File: src/hdl/bqf_pkg.sv
package bqf_pkg;

  // fixed formats
  localparam int GAIN_BITS = 32;
  localparam int GAIN_FRAC = 24;
  localparam int NUM_COEFS = 5;

  // register indexes on the configuration port
  localparam int CFG_IDX_W = 3;
  localparam logic [CFG_IDX_W-1:0] REG_COEF_A0  = 3'd0;
  localparam logic [CFG_IDX_W-1:0] REG_COEF_A1  = 3'd1;
  localparam logic [CFG_IDX_W-1:0] REG_COEF_A2  = 3'd2;
  localparam logic [CFG_IDX_W-1:0] REG_COEF_B1  = 3'd3;
  localparam logic [CFG_IDX_W-1:0] REG_COEF_B2  = 3'd4;
  localparam logic [CFG_IDX_W-1:0] REG_OUT_GAIN = 3'd5;

  // multiplier sample operand
  typedef enum logic [2:0] {
    ASEL_X,
    ASEL_X1,
    ASEL_X2,
    ASEL_Y1,
    ASEL_Y2
  } a_sel_e;

  // multiplier coefficient operand
  typedef enum logic [2:0] {
    BSEL_A0,
    BSEL_A1,
    BSEL_A2,
    BSEL_B1,
    BSEL_B2,
    BSEL_GAIN
  } b_sel_e;

  typedef enum logic [1:0] {
    ACC_HOLD,
    ACC_LOAD,
    ACC_ADD,
    ACC_SUB
  } acc_op_e;

  // step hold conditions
  typedef enum logic [1:0] {
    COND_NONE,
    COND_WAIT_IN,
    COND_WAIT_OUT
  } cond_e;

  // one microcode word
  typedef struct packed {
    a_sel_e  a_sel;
    b_sel_e  b_sel;
    logic    mul_en;
    acc_op_e acc_op;
    logic    y_wr;
    logic    out_wr;
    cond_e   cond;
    logic    last;
  } ctrl_t;

  localparam int STEP_W = 4;
  typedef logic [STEP_W-1:0] step_t;

  localparam step_t STEP_IDLE   = 4'd0;
  localparam step_t STEP_M_A0   = 4'd1;
  localparam step_t STEP_M_A1   = 4'd2;
  localparam step_t STEP_M_A2   = 4'd3;
  localparam step_t STEP_M_B1   = 4'd4;
  localparam step_t STEP_M_B2   = 4'd5;
  localparam step_t STEP_ACC_B2 = 4'd6;
  localparam step_t STEP_Y      = 4'd7;
  localparam step_t STEP_M_GAIN = 4'd8;
  localparam step_t STEP_OUT    = 4'd9;

  function automatic ctrl_t mk_word(a_sel_e a, b_sel_e b, logic m, acc_op_e op,
                                    logic yw, logic ow, cond_e c, logic l);
    ctrl_t w;
    w.a_sel  = a;
    w.b_sel  = b;
    w.mul_en = m;
    w.acc_op = op;
    w.y_wr   = yw;
    w.out_wr = ow;
    w.cond   = c;
    w.last   = l;
    return w;
  endfunction

  // microcode rom: each product is accumulated one step after it is formed
  function automatic ctrl_t ucode_rom(step_t s);
    ctrl_t w;
    unique case (s)
      STEP_IDLE:   w = mk_word(ASEL_X,  BSEL_A0,   1'b0, ACC_HOLD, 1'b0, 1'b0,
                               COND_WAIT_IN, 1'b0);
      STEP_M_A0:   w = mk_word(ASEL_X,  BSEL_A0,   1'b1, ACC_HOLD, 1'b0, 1'b0,
                               COND_NONE, 1'b0);
      STEP_M_A1:   w = mk_word(ASEL_X1, BSEL_A1,   1'b1, ACC_LOAD, 1'b0, 1'b0,
                               COND_NONE, 1'b0);
      STEP_M_A2:   w = mk_word(ASEL_X2, BSEL_A2,   1'b1, ACC_ADD,  1'b0, 1'b0,
                               COND_NONE, 1'b0);
      STEP_M_B1:   w = mk_word(ASEL_Y1, BSEL_B1,   1'b1, ACC_ADD,  1'b0, 1'b0,
                               COND_NONE, 1'b0);
      STEP_M_B2:   w = mk_word(ASEL_Y2, BSEL_B2,   1'b1, ACC_SUB,  1'b0, 1'b0,
                               COND_NONE, 1'b0);
      STEP_ACC_B2: w = mk_word(ASEL_X,  BSEL_A0,   1'b0, ACC_SUB,  1'b0, 1'b0,
                               COND_NONE, 1'b0);
      STEP_Y:      w = mk_word(ASEL_X,  BSEL_A0,   1'b0, ACC_HOLD, 1'b1, 1'b0,
                               COND_NONE, 1'b0);
      STEP_M_GAIN: w = mk_word(ASEL_Y1, BSEL_GAIN, 1'b1, ACC_HOLD, 1'b0, 1'b0,
                               COND_NONE, 1'b0);
      STEP_OUT:    w = mk_word(ASEL_X,  BSEL_A0,   1'b0, ACC_HOLD, 1'b0, 1'b1,
                               COND_WAIT_OUT, 1'b1);
      default:     w = mk_word(ASEL_X,  BSEL_A0,   1'b0, ACC_HOLD, 1'b0, 1'b0,
                               COND_NONE, 1'b1);
    endcase
    return w;
  endfunction

endpackage

File: src/hdl/bqf_seq.sv
module bqf_seq (
  input  logic          clk_i,
  input  logic          rst_ni,
  input  logic          in_valid_i,
  input  logic          out_free_i,
  output bqf_pkg::ctrl_t ctrl_o
);
  import bqf_pkg::*;

  step_t step_q, step_d;
  ctrl_t ctrl;
  logic  hold;

  // control word for the current step
  assign ctrl   = ucode_rom(step_q);
  assign ctrl_o = ctrl;

  // conditional hold, otherwise advance or jump back to the start
  always_comb begin
    unique case (ctrl.cond)
      COND_WAIT_IN:  hold = !in_valid_i;
      COND_WAIT_OUT: hold = !out_free_i;
      default:       hold = 1'b0;
    endcase
    if (hold) begin
      step_d = step_q;
    end else if (ctrl.last) begin
      step_d = STEP_IDLE;
    end else begin
      step_d = step_q + step_t'(1);
    end
  end

  always_ff @(posedge clk_i or negedge rst_ni) begin
    if (!rst_ni) begin
      step_q <= STEP_IDLE;
    end else begin
      step_q <= step_d;
    end
  end

endmodule

File: src/hdl/bqf_datapath.sv
module bqf_datapath #(
  parameter int SAMPLE_BITS = 24,
  parameter int COEF_BITS   = 32
) (
  input  logic                                          clk_i,
  input  logic                                          rst_ni,
  input  bqf_pkg::ctrl_t                                ctrl_i,
  input  logic                                          in_fire_i,
  input  logic signed [SAMPLE_BITS-1:0]                 in_sample_i,
  input  logic [bqf_pkg::NUM_COEFS-1:0][COEF_BITS-1:0]  coef_i,
  input  logic signed [bqf_pkg::GAIN_BITS-1:0]          gain_i,
  output logic signed [SAMPLE_BITS-1:0]                 result_o
);
  import bqf_pkg::*;

  localparam int MB_W  = (COEF_BITS > GAIN_BITS) ? COEF_BITS : GAIN_BITS;
  localparam int P_W   = SAMPLE_BITS + MB_W;
  localparam int ACC_W = (SAMPLE_BITS + COEF_BITS + 4 < 64) ? SAMPLE_BITS + COEF_BITS + 4 : 64;
  localparam int GP_W  = (SAMPLE_BITS + GAIN_BITS + 1 < 64) ? SAMPLE_BITS + GAIN_BITS + 1 : 64;
  localparam int CF    = COEF_BITS - 3;

  localparam logic signed [ACC_W-1:0] ACC_HALF = ACC_W'(1) << (CF - 1);
  localparam logic signed [ACC_W-1:0] ACC_MAX  =
    {{(ACC_W-SAMPLE_BITS+1){1'b0}}, {(SAMPLE_BITS-1){1'b1}}};
  localparam logic signed [ACC_W-1:0] ACC_MIN  =
    {{(ACC_W-SAMPLE_BITS+1){1'b1}}, {(SAMPLE_BITS-1){1'b0}}};
  localparam logic signed [GP_W-1:0]  GP_HALF  = GP_W'(1) << (GAIN_FRAC - 1);
  localparam logic signed [GP_W-1:0]  GP_MAX   =
    {{(GP_W-SAMPLE_BITS+1){1'b0}}, {(SAMPLE_BITS-1){1'b1}}};
  localparam logic signed [GP_W-1:0]  GP_MIN   =
    {{(GP_W-SAMPLE_BITS+1){1'b1}}, {(SAMPLE_BITS-1){1'b0}}};
  localparam logic signed [SAMPLE_BITS-1:0] S_MAX = {1'b0, {(SAMPLE_BITS-1){1'b1}}};
  localparam logic signed [SAMPLE_BITS-1:0] S_MIN = {1'b1, {(SAMPLE_BITS-1){1'b0}}};

  logic signed [SAMPLE_BITS-1:0] x_q, x1_q, x2_q, y1_q, y2_q;
  logic signed [SAMPLE_BITS-1:0] mul_a, y_d;
  logic signed [MB_W-1:0]        mul_b;
  logic signed [P_W-1:0]         prod_q;
  logic signed [ACC_W-1:0]       acc_q, acc_d, acc_rnd, acc_shf;
  logic signed [GP_W-1:0]        g_rnd, g_shf;

  // operand selection
  always_comb begin
    unique case (ctrl_i.a_sel)
      ASEL_X1: mul_a = x1_q;
      ASEL_X2: mul_a = x2_q;
      ASEL_Y1: mul_a = y1_q;
      ASEL_Y2: mul_a = y2_q;
      default: mul_a = x_q;
    endcase
    unique case (ctrl_i.b_sel)
      BSEL_A1:   mul_b = MB_W'(signed'(coef_i[1]));
      BSEL_A2:   mul_b = MB_W'(signed'(coef_i[2]));
      BSEL_B1:   mul_b = MB_W'(signed'(coef_i[3]));
      BSEL_B2:   mul_b = MB_W'(signed'(coef_i[4]));
      BSEL_GAIN: mul_b = MB_W'(gain_i);
      default:   mul_b = MB_W'(signed'(coef_i[0]));
    endcase
  end

  // accumulator update from the registered product
  always_comb begin
    case (ctrl_i.acc_op)
      ACC_LOAD: acc_d = ACC_W'(prod_q);
      ACC_ADD:  acc_d = acc_q + ACC_W'(prod_q);
      ACC_SUB:  acc_d = acc_q - ACC_W'(prod_q);
      default:  acc_d = acc_q;
    endcase
  end

  // filtered value: round half up, then clamp to the sample range
  always_comb begin
    acc_rnd = acc_q + ACC_HALF;
    acc_shf = acc_rnd >>> CF;
    if (acc_shf > ACC_MAX) begin
      y_d = S_MAX;
    end else if (acc_shf < ACC_MIN) begin
      y_d = S_MIN;
    end else begin
      y_d = acc_shf[SAMPLE_BITS-1:0];
    end
  end

  // gain result from the product register
  always_comb begin
    g_rnd = GP_W'(prod_q) + GP_HALF;
    g_shf = g_rnd >>> GAIN_FRAC;
    if (g_shf > GP_MAX) begin
      result_o = S_MAX;
    end else if (g_shf < GP_MIN) begin
      result_o = S_MIN;
    end else begin
      result_o = g_shf[SAMPLE_BITS-1:0];
    end
  end

  // input sample, shared multiplier, product and accumulator registers
  always_ff @(posedge clk_i) begin
    if (in_fire_i) begin
      x_q <= in_sample_i;
    end
    if (ctrl_i.mul_en) begin
      prod_q <= P_W'(mul_a) * P_W'(mul_b);
    end
    acc_q <= acc_d;
  end

  // filter history
  always_ff @(posedge clk_i or negedge rst_ni) begin
    if (!rst_ni) begin
      x1_q <= '0;
      x2_q <= '0;
      y1_q <= '0;
      y2_q <= '0;
    end else if (ctrl_i.y_wr) begin
      x2_q <= x1_q;
      x1_q <= x_q;
      y2_q <= y1_q;
      y1_q <= y_d;
    end
  end

endmodule

File: src/hdl/biquad_iir_filter_unit.sv
// Second-order IIR filter (direct form I) for one channel of Q1.23 audio. Each
// sample runs through a ten-step microcode program on a single shared multiplier:
// five coefficient products accumulated at full width, rounding and saturation of
// the filtered value, then the gain product; a new sample enters only at the idle
// step. The finished sample waits in an output register, so the next input is
// accepted while it is still unread; only a stalled consumer holds the last step.
// The coefficients (Q3.29) and gain (Q8.24) are written through the configuration
// port; the user must write them only while the filter is idle; the block does
// not enforce it. Reset gives unity gain and a pass-through filter.
module biquad_iir_filter_unit #(
  parameter int SAMPLE_BITS = 24,
  parameter int COEF_BITS   = 32
) (
  input  logic                                             clk_i,
  input  logic                                             rst_ni,
  // s_axis_tdata: in_sample
  input  logic                                             s_axis_tvalid,
  output logic                                             s_axis_tready,
  input  logic [((SAMPLE_BITS+7)/8)*8-1:0]                 s_axis_tdata,
  // m_axis_tdata: out_sample
  output logic                                             m_axis_tvalid,
  input  logic                                             m_axis_tready,
  output logic [((SAMPLE_BITS+7)/8)*8-1:0]                 m_axis_tdata,
  input  logic                                             cfg_we_i,
  input  logic [bqf_pkg::CFG_IDX_W-1:0]                    cfg_idx_i,
  input  logic [((COEF_BITS > 32) ? COEF_BITS : 32)-1:0]   cfg_data_i
);
  import bqf_pkg::*;

  localparam int TD_W = ((SAMPLE_BITS + 7) / 8) * 8;

  ctrl_t                                ctrl;
  logic                                 in_fire, out_free;
  logic [NUM_COEFS-1:0][COEF_BITS-1:0]  coef_q;
  logic signed [GAIN_BITS-1:0]          gain_q;
  logic signed [SAMPLE_BITS-1:0]        result;
  logic                                 out_valid_q;
  logic [SAMPLE_BITS-1:0]               out_data_q;

  // handshakes
  assign s_axis_tready = (ctrl.cond == COND_WAIT_IN);
  assign in_fire       = s_axis_tvalid && s_axis_tready;
  assign out_free      = !out_valid_q || m_axis_tready;
  assign m_axis_tvalid = out_valid_q;
  assign m_axis_tdata  = TD_W'(out_data_q);

  bqf_seq u_seq (
    .clk_i      (clk_i),
    .rst_ni     (rst_ni),
    .in_valid_i (s_axis_tvalid),
    .out_free_i (out_free),
    .ctrl_o     (ctrl)
  );

  bqf_datapath #(
    .SAMPLE_BITS (SAMPLE_BITS),
    .COEF_BITS   (COEF_BITS)
  ) u_datapath (
    .clk_i       (clk_i),
    .rst_ni      (rst_ni),
    .ctrl_i      (ctrl),
    .in_fire_i   (in_fire),
    .in_sample_i (s_axis_tdata[SAMPLE_BITS-1:0]),
    .coef_i      (coef_q),
    .gain_i      (gain_q),
    .result_o    (result)
  );

  // configuration registers
  always_ff @(posedge clk_i or negedge rst_ni) begin
    if (!rst_ni) begin
      coef_q <= {{((NUM_COEFS - 1) * COEF_BITS){1'b0}}, COEF_BITS'(1) << (COEF_BITS - 3)};
      gain_q <= GAIN_BITS'(1) << GAIN_FRAC;
    end else if (cfg_we_i) begin
      unique case (cfg_idx_i)
        REG_COEF_A0:  coef_q[0] <= cfg_data_i[COEF_BITS-1:0];
        REG_COEF_A1:  coef_q[1] <= cfg_data_i[COEF_BITS-1:0];
        REG_COEF_A2:  coef_q[2] <= cfg_data_i[COEF_BITS-1:0];
        REG_COEF_B1:  coef_q[3] <= cfg_data_i[COEF_BITS-1:0];
        REG_COEF_B2:  coef_q[4] <= cfg_data_i[COEF_BITS-1:0];
        REG_OUT_GAIN: gain_q    <= cfg_data_i[GAIN_BITS-1:0];
        default: ;
      endcase
    end
  end

  // output register
  always_ff @(posedge clk_i or negedge rst_ni) begin
    if (!rst_ni) begin
      out_valid_q <= 1'b0;
    end else if (ctrl.out_wr && out_free) begin
      out_valid_q <= 1'b1;
    end else if (m_axis_tready) begin
      out_valid_q <= 1'b0;
    end
  end

  always_ff @(posedge clk_i) begin
    if (ctrl.out_wr && out_free) begin
      out_data_q <= result;
    end
  end

endmodule

File: config.mk
export PLATFORM = sky130hd
export DESIGN_NAME = biquad_iir_filter_unit
export DESIGN_NICKNAME = d
export VERILOG_FILES = /design/src/hdl/bqf_pkg.sv /design/src/hdl/bqf_seq.sv /design/src/hdl/bqf_datapath.sv /design/src/hdl/biquad_iir_filter_unit.sv
export SDC_FILE = /design/constraint.sdc
export NUM_CORES = 2
export LEC_CHECK = 0
export CAP_MARGIN = 20
export CORE_MARGIN = 1.5
export CORE_UTILIZATION = 60
export DETAILED_ROUTE_END_ITERATION = 16
export DONT_BUFFER_PORTS = 1
export GPL_TIMING_DRIVEN = 0
export HOLD_SLACK_MARGIN = 0.02
export PLACE_DENSITY = 0.86
export SLEW_MARGIN = 5
export SYNTH_ARGS = -nofsm -noshare
export SYNTH_HDL_FRONTEND = slang
export SYNTH_SLANG_ARGS = --single-unit
File: constraint.sdc
create_clock -name clk_i -period 10.5 [get_ports clk_i]
set_input_delay 1.05 -clock clk_i [delete_from_list [all_inputs] [get_ports clk_i]]
set_output_delay 1.05 -clock clk_i [all_outputs]
set_load 0.05 [all_outputs]
# [After elaboration in Yosys (flattened, before gate mapping)]
# Memories as Yosys holds them, arrays and structs flattened.
# Index checks and enable logic that the tools add are counted.
[word_totals] regBits=457 mem_bits_ro=224 elab_cells=71 in_bits=64 n_memories=1
[mem_list] name="(no name shown)" words=16 word_bits=14 rd=1 rd_clocked_by_memory_dff=0 write_ports=0 line_no="bqf_pkg.sv:93" source="unique case (s)"
[classes] add_sub_neg=5 n_mux=10 magnitude_cmp=4 multipliers=1 eq_ne=19 reduce_logical=15
[ops] operator="one-hot mux 60 bit (3 select lines)" count=1
[ops] operator="one-hot mux 32 bit (5 select lines)" count=1
[ops] operator="one-hot mux 24 bit (4 select lines)" count=1
[ops] operator="2-to-1 mux 24 bit" count=3
[ops] operator="adder 60 x 30 -> 60 bit (second input constant)" count=1
[ops] operator="adder 60 x 56 -> 60 bit" count=1
[ops] operator="subtractor 60 x 56 -> 60 bit" count=1
[ops] operator="adder 56 x 25 -> 57 bit (second input constant)" count=1
[ops] operator="multiplier 24 x 32 -> 56 bit" count=1
[ops] operator="greater-than comparator 33 x 24 -> 1 bit (second input constant)" count=1
[ops] operator="less-than comparator 33 x 24 -> 1 bit (second input constant)" count=1
[ops] operator="greater-than comparator 31 x 24 -> 1 bit (second input constant)" count=1
[ops] operator="less-than comparator 31 x 24 -> 1 bit (second input constant)" count=1
[ops] operator="equality test 3 x 2 -> 1 bit (second input constant)" count=6
[ops] operator="equality test 3 bit (second input constant)" count=5
[ops] operator="AND reduction 2 bit" count=6
[ops] operator="equality test 3 x 1 -> 1 bit (second input constant)" count=3
[ops] operator="equality test 2 bit (second input constant)" count=3
[ops] operator="adder 4 x 1 -> 4 bit (second input constant)" count=1
[ops] operator="equality test 2 x 1 -> 1 bit (second input constant)" count=2
[ops] operator="2-to-1 mux 4 bit" count=1
[ops] operator="logical NOT 1 bit" count=3
[ops] operator="logical NOT 3 bit" count=1
[ops] operator="nonzero test 3 bit" count=1
[ops] operator="5 further kinds" count=7

# [Longest topological paths before layout]
[logic_depth] word_depth=4 ltp_mapped=39 mapped_depth_nobuf=37

# [Hierarchy]
# Synthesis repeated with hierarchy kept, for this count alone.
[hier_totals] hier_cells=5293 area_unflattened_um2=52173.8
[modules_own_cells] module="bqf_datapath" cells_per_inst=4793 instances=1 area_each_um2=43371.6
[modules_own_cells] module="biquad_iir_filter_unit" cells_per_inst=442 instances=1 area_each_um2=8252.9
[modules_own_cells] module="bqf_seq" cells_per_inst=58 instances=1 area_each_um2=549.3

# [Worst setup path after synthesis]
# Ideal clock, no wire load.
[synth_path] kind="register -> register" from="register u_seq.step_q[0]" to="register u_datapath.prod_q[55] (data pin)" t_required_ns=10.240 n_path_buf=3 setup_slack_ns=1.268 t_arrival_ns=8.972 stages_incl_launch_ff=30 path_cell_list="dfrtp_1 inv_1 ha_1 nand3b_1 o21a_1 o21ai_1 clkbuf_1 clkbuf_1 o21a_1 clkbuf_1 nand2_1 fa_1 inv_1 fa_1 fa_1 fa_1 fa_1 fa_1 inv_1 fa_1 inv_1 ha_1 a21o_1 a211o_1 a22o_1 a31o_2 a221o_1 a211o_1 a21oi_1 xnor2_1"
[synth_between] elab_chain_cells=4 elab_cells_between_ends=13 classes_between="1 x mul; 9 x eq/ne; 2 x mux; 1 x memory"
[synth_rtl] element="start, declared" line_no="bqf_seq.sv:10" source="step_t step_q, step_d;"
[synth_rtl] element="start signal, assigned" line_no="bqf_seq.sv:38" source="step_q <= step_d;"
[synth_rtl] element="memory read (16 x 14 bit) (*)"
[synth_rtl] element="equality test 3 bit, or another cell as far along" line_no="bqf_datapath.sv:51" source="unique case (ctrl_i.b_sel)"
[synth_rtl] element="one-hot mux 32 bit (5 select lines) or one-hot mux 24 bit (4 select lines) (tied branches)" line_no="bqf_datapath.sv:51, bqf_datapath.sv:44"
[synth_rtl] element="multiplier 24 x 32 -> 56 bit (*)" line_no="bqf_datapath.sv:103" source="prod_q <= P_W'(mul_a) * P_W'(mul_b);"
[synth_rtl] element="end signal, assigned" line_no="bqf_datapath.sv:103"
[synth_rtl] element="end, declared" line_no="bqf_datapath.sv:38" source="logic signed [P_W-1:0] prod_q;"
# Every way passes the cells marked *; elsewhere a longest branch is shown, timed or not.
# A chain may end at the register's enable or synchronous reset.

# [Worst setup path after layout]
[layout_path] from="register u_seq.step_q[0]" to="register u_datapath.prod_q[54] (data pin)"
# Same word-level chain as after synthesis.

==> metrics.cfg <==
[worst_setup_path]
cp_slowest_cell = fa_1
crit_top_cell = fa_1
arrival_ps = 10830
cp-start-kind = register
crit_fanout = 10
regToRegSetupSlack_ps = 4
slowest_delay_ps = 650
cp-end-kind = register
critPathKind = register to register
critPathRequiredTime_ps = 10840

[logic_synthesis]
yosysMostFrequentCell = nand2_1
synth_top_flop_cell = dfrtp_1
synth_common_cells = nand2_1 (940), inv_1 (869), fa_1 (784)
syn_nets = 6513
postSynthCellCount = 5446
synth_area_per_cell_um2 = 9.35
synth_area_leaders = fa_1 (31%), dfrtp_1 (14%), edfxtp_1 (9.7%), nand2_1 (6.9%), inv_1 (6.4%)
async_flop_share = 0.641
synth_top_area_cell = fa_1
netlist_area_um2 = 50900
ys_types = 74
ys_ff_latch = 457
yosys_warnings = 0
yosysSeqAreaShare = 0.241
synth_edf_count = 164
netlist.area_leader.share = 0.308

[place]
place_ws_ps = -1330
dp_hpwl_um = 136000
io_buffers = 0
gp_congestion = 1.09

[layout]
syn_to_final_growth_pct = 8.77
fin_nets = 6594
drive_gt1_frac = 0.107

[routing]
wl_per_cell_um = 26.2
drc = 0
drtIter0Drc = 5559
viasPerCell = 6.35
drt_first_pass_iters = 13
num_vias = 42700
drtAntennaViolNets = 0
wl_um = 176000

[global_route]
antenna_found_initial = 8
grt_max_degree = 294
grt_pass1_wl_um = 259000
grt_overflow_total = 0
grt_pass1_vias = 43500
grt_usage = 0.407

[die]
core_area_um2 = 83800
row_count = 106
initial_core_util = 0.608
die_h_um = 294
fp.dieArea_um2 = 86700
ios = 90
die-width_um = 294

[clock_network]
cts_num_sinks = 457
ctsHtreeMaxLevel = 2
cts_buffers = 48
clockBufferDepth = 3
cts_root_buffer = clkbuf_16
worstSkewPairLatency_ps = 650
clkTransAtPathRegs_ps = 60
cts_tree = yes
cts_hold_buf = 0

[flow_run]
maxCapViolations = 0

[sta]
period_share = 1.00
min_period_ps = 10500
hold_viol_final = 0
fin_ws_ps = 3.54
fmax_mhz = 95.3
final_max_slew_viol_count = 0
maxSlewHeadroom = 0.150
finClkSkew_ps = 62.6
finalSetupViolCount = 0
worstMarginPinSlew_ps = 1260

[outcome]
status = complete, no violations

[min_path]
hold_class = primary input to asynchronous set/reset pin

==> flip-flops by register name, summed over array words and instances (netlist names) <==
name and count:
coef_q 160, gain_q 32, m_axis_tdata 24, m_axis_tvalid 1
u_datapath.acc_q 60, u_datapath.prod_q 56, u_datapath.x1_q 24, u_datapath.x2_q 24
u_datapath.x_q 24, u_datapath.y1_q 24, u_datapath.y2_q 24, u_seq.step_q 4
==> cell usage in the layout, fill, tap and decap left out, types with 73 or more instances in the layout <==
cell type	n
nand2_1	939
inv_1	867
fa_1	781
nor2_1	440
dfrtp_1	291
ha_1	218
mux2_2	193
edfxtp_1	164
o21ai_0	157
a21oi_1	155
xnor2_1	132
clkbuf_1	121
xor2_1	86
nand3_1	73
==> metrics by stage <==
step / setup TNS, ps / hold slack (ps) / cells / util / instance area (µm²)
2_1_floorplan: 0 / 441 / 5446 / - / 50900
3_3_place_gp: -50810 / 450 / 6580 / 0.625 / 52400
3_5_place_dp: -19810 / 462 / 6596 / 0.628 / 52700
4_1_cts: -26.1 / 109 / 6677 / 0.651 / 54600
5_1_grt: -907 / 108 / 6706 / 0.660 / 55400
6_report: 0 / 118 / 6724 / 0.661 / 55400
==> kinds of logic after synthesis <==
family | count (synthesis) | share of synthesized area
adders and majority gates | 1003 | 0.362
and+or+nand+nor | 1753 | 0.146
AOI/OAI and AO/OA | 665 | 0.0854
buffers and inverters | 1151 | 0.0849
xor gates and xnor gates | 219 | 0.0377
muxes | 198 | 0.0437
DFF | 457 | 0.241
==> path summary, 6_finish.rpt <==
kind                       depth (start not counted)                     to          startpoint
min in group clk_i                                 2     u_datapath.y2_q[2]  u_datapath.y2_q[2]
setup / recovery                                  33  u_datapath.prod_q[54]     u_seq.step_q[0]
hold / removal                                     0             coef_q[37]              rst_ni
setup reg to reg                                  33  u_datapath.prod_q[54]     u_seq.step_q[0]
hold reg to reg                                    2     u_datapath.y2_q[2]  u_datapath.y2_q[2]
max in group asynchronous                          0        u_seq.step_q[3]              rst_ni
==> per-layer routing <==
| metal | vias to the layer above | part of all wire | wire, µm | track usage |
|---|---|---|---|---|
| met4 | 4 | 0.085 | 15000 | 0.279 |
| met5 | - | 0.0014 | 253 | 0 |
| li1 | 17500 | - | - | - |
| met2 | 3198 | 0.43 | 76500 | 0.613 |
| met1 | 21100 | 0.34 | 60000 | 0.502 |
| met3 | 861 | 0.14 | 24500 | 0.127 |
==> worst max-delay path, delay by kind of cell, from the launching register on <==
kind | cells | cell delay [ps]
AO/OA/AOI/OAI | 6 | 2020
XOR/XNOR | 1 | 170
adder cells (fa/ha/maj) | 9 | 4270
buffers and inverters | 8 | 1270
flip-flops | 1 | 460
AND/OR/NAND/NOR | 9 | 2010
==> repair_timing <==
item                       4_1_cts  5_1_grt
setup endpoints to repair       29       22
resized for setup              153      271
pin swaps                        1       17
buffers inserted                 2       30
==> layout make-up <==
class	instances	area [µm²]
tap	1134	1420
clock buffer	66	1350
sequential	457	12300
buffer	261	1310
clock inverter	24	223
fill	6555	28400
timing repair buffer	51	559
antenna	23	57.6
inverter	870	3270
multi-input combinational	3838	35000
Power is not shown: default switching activity piles up to over one toggle a cycle in this logic, so the estimate is an artifact.
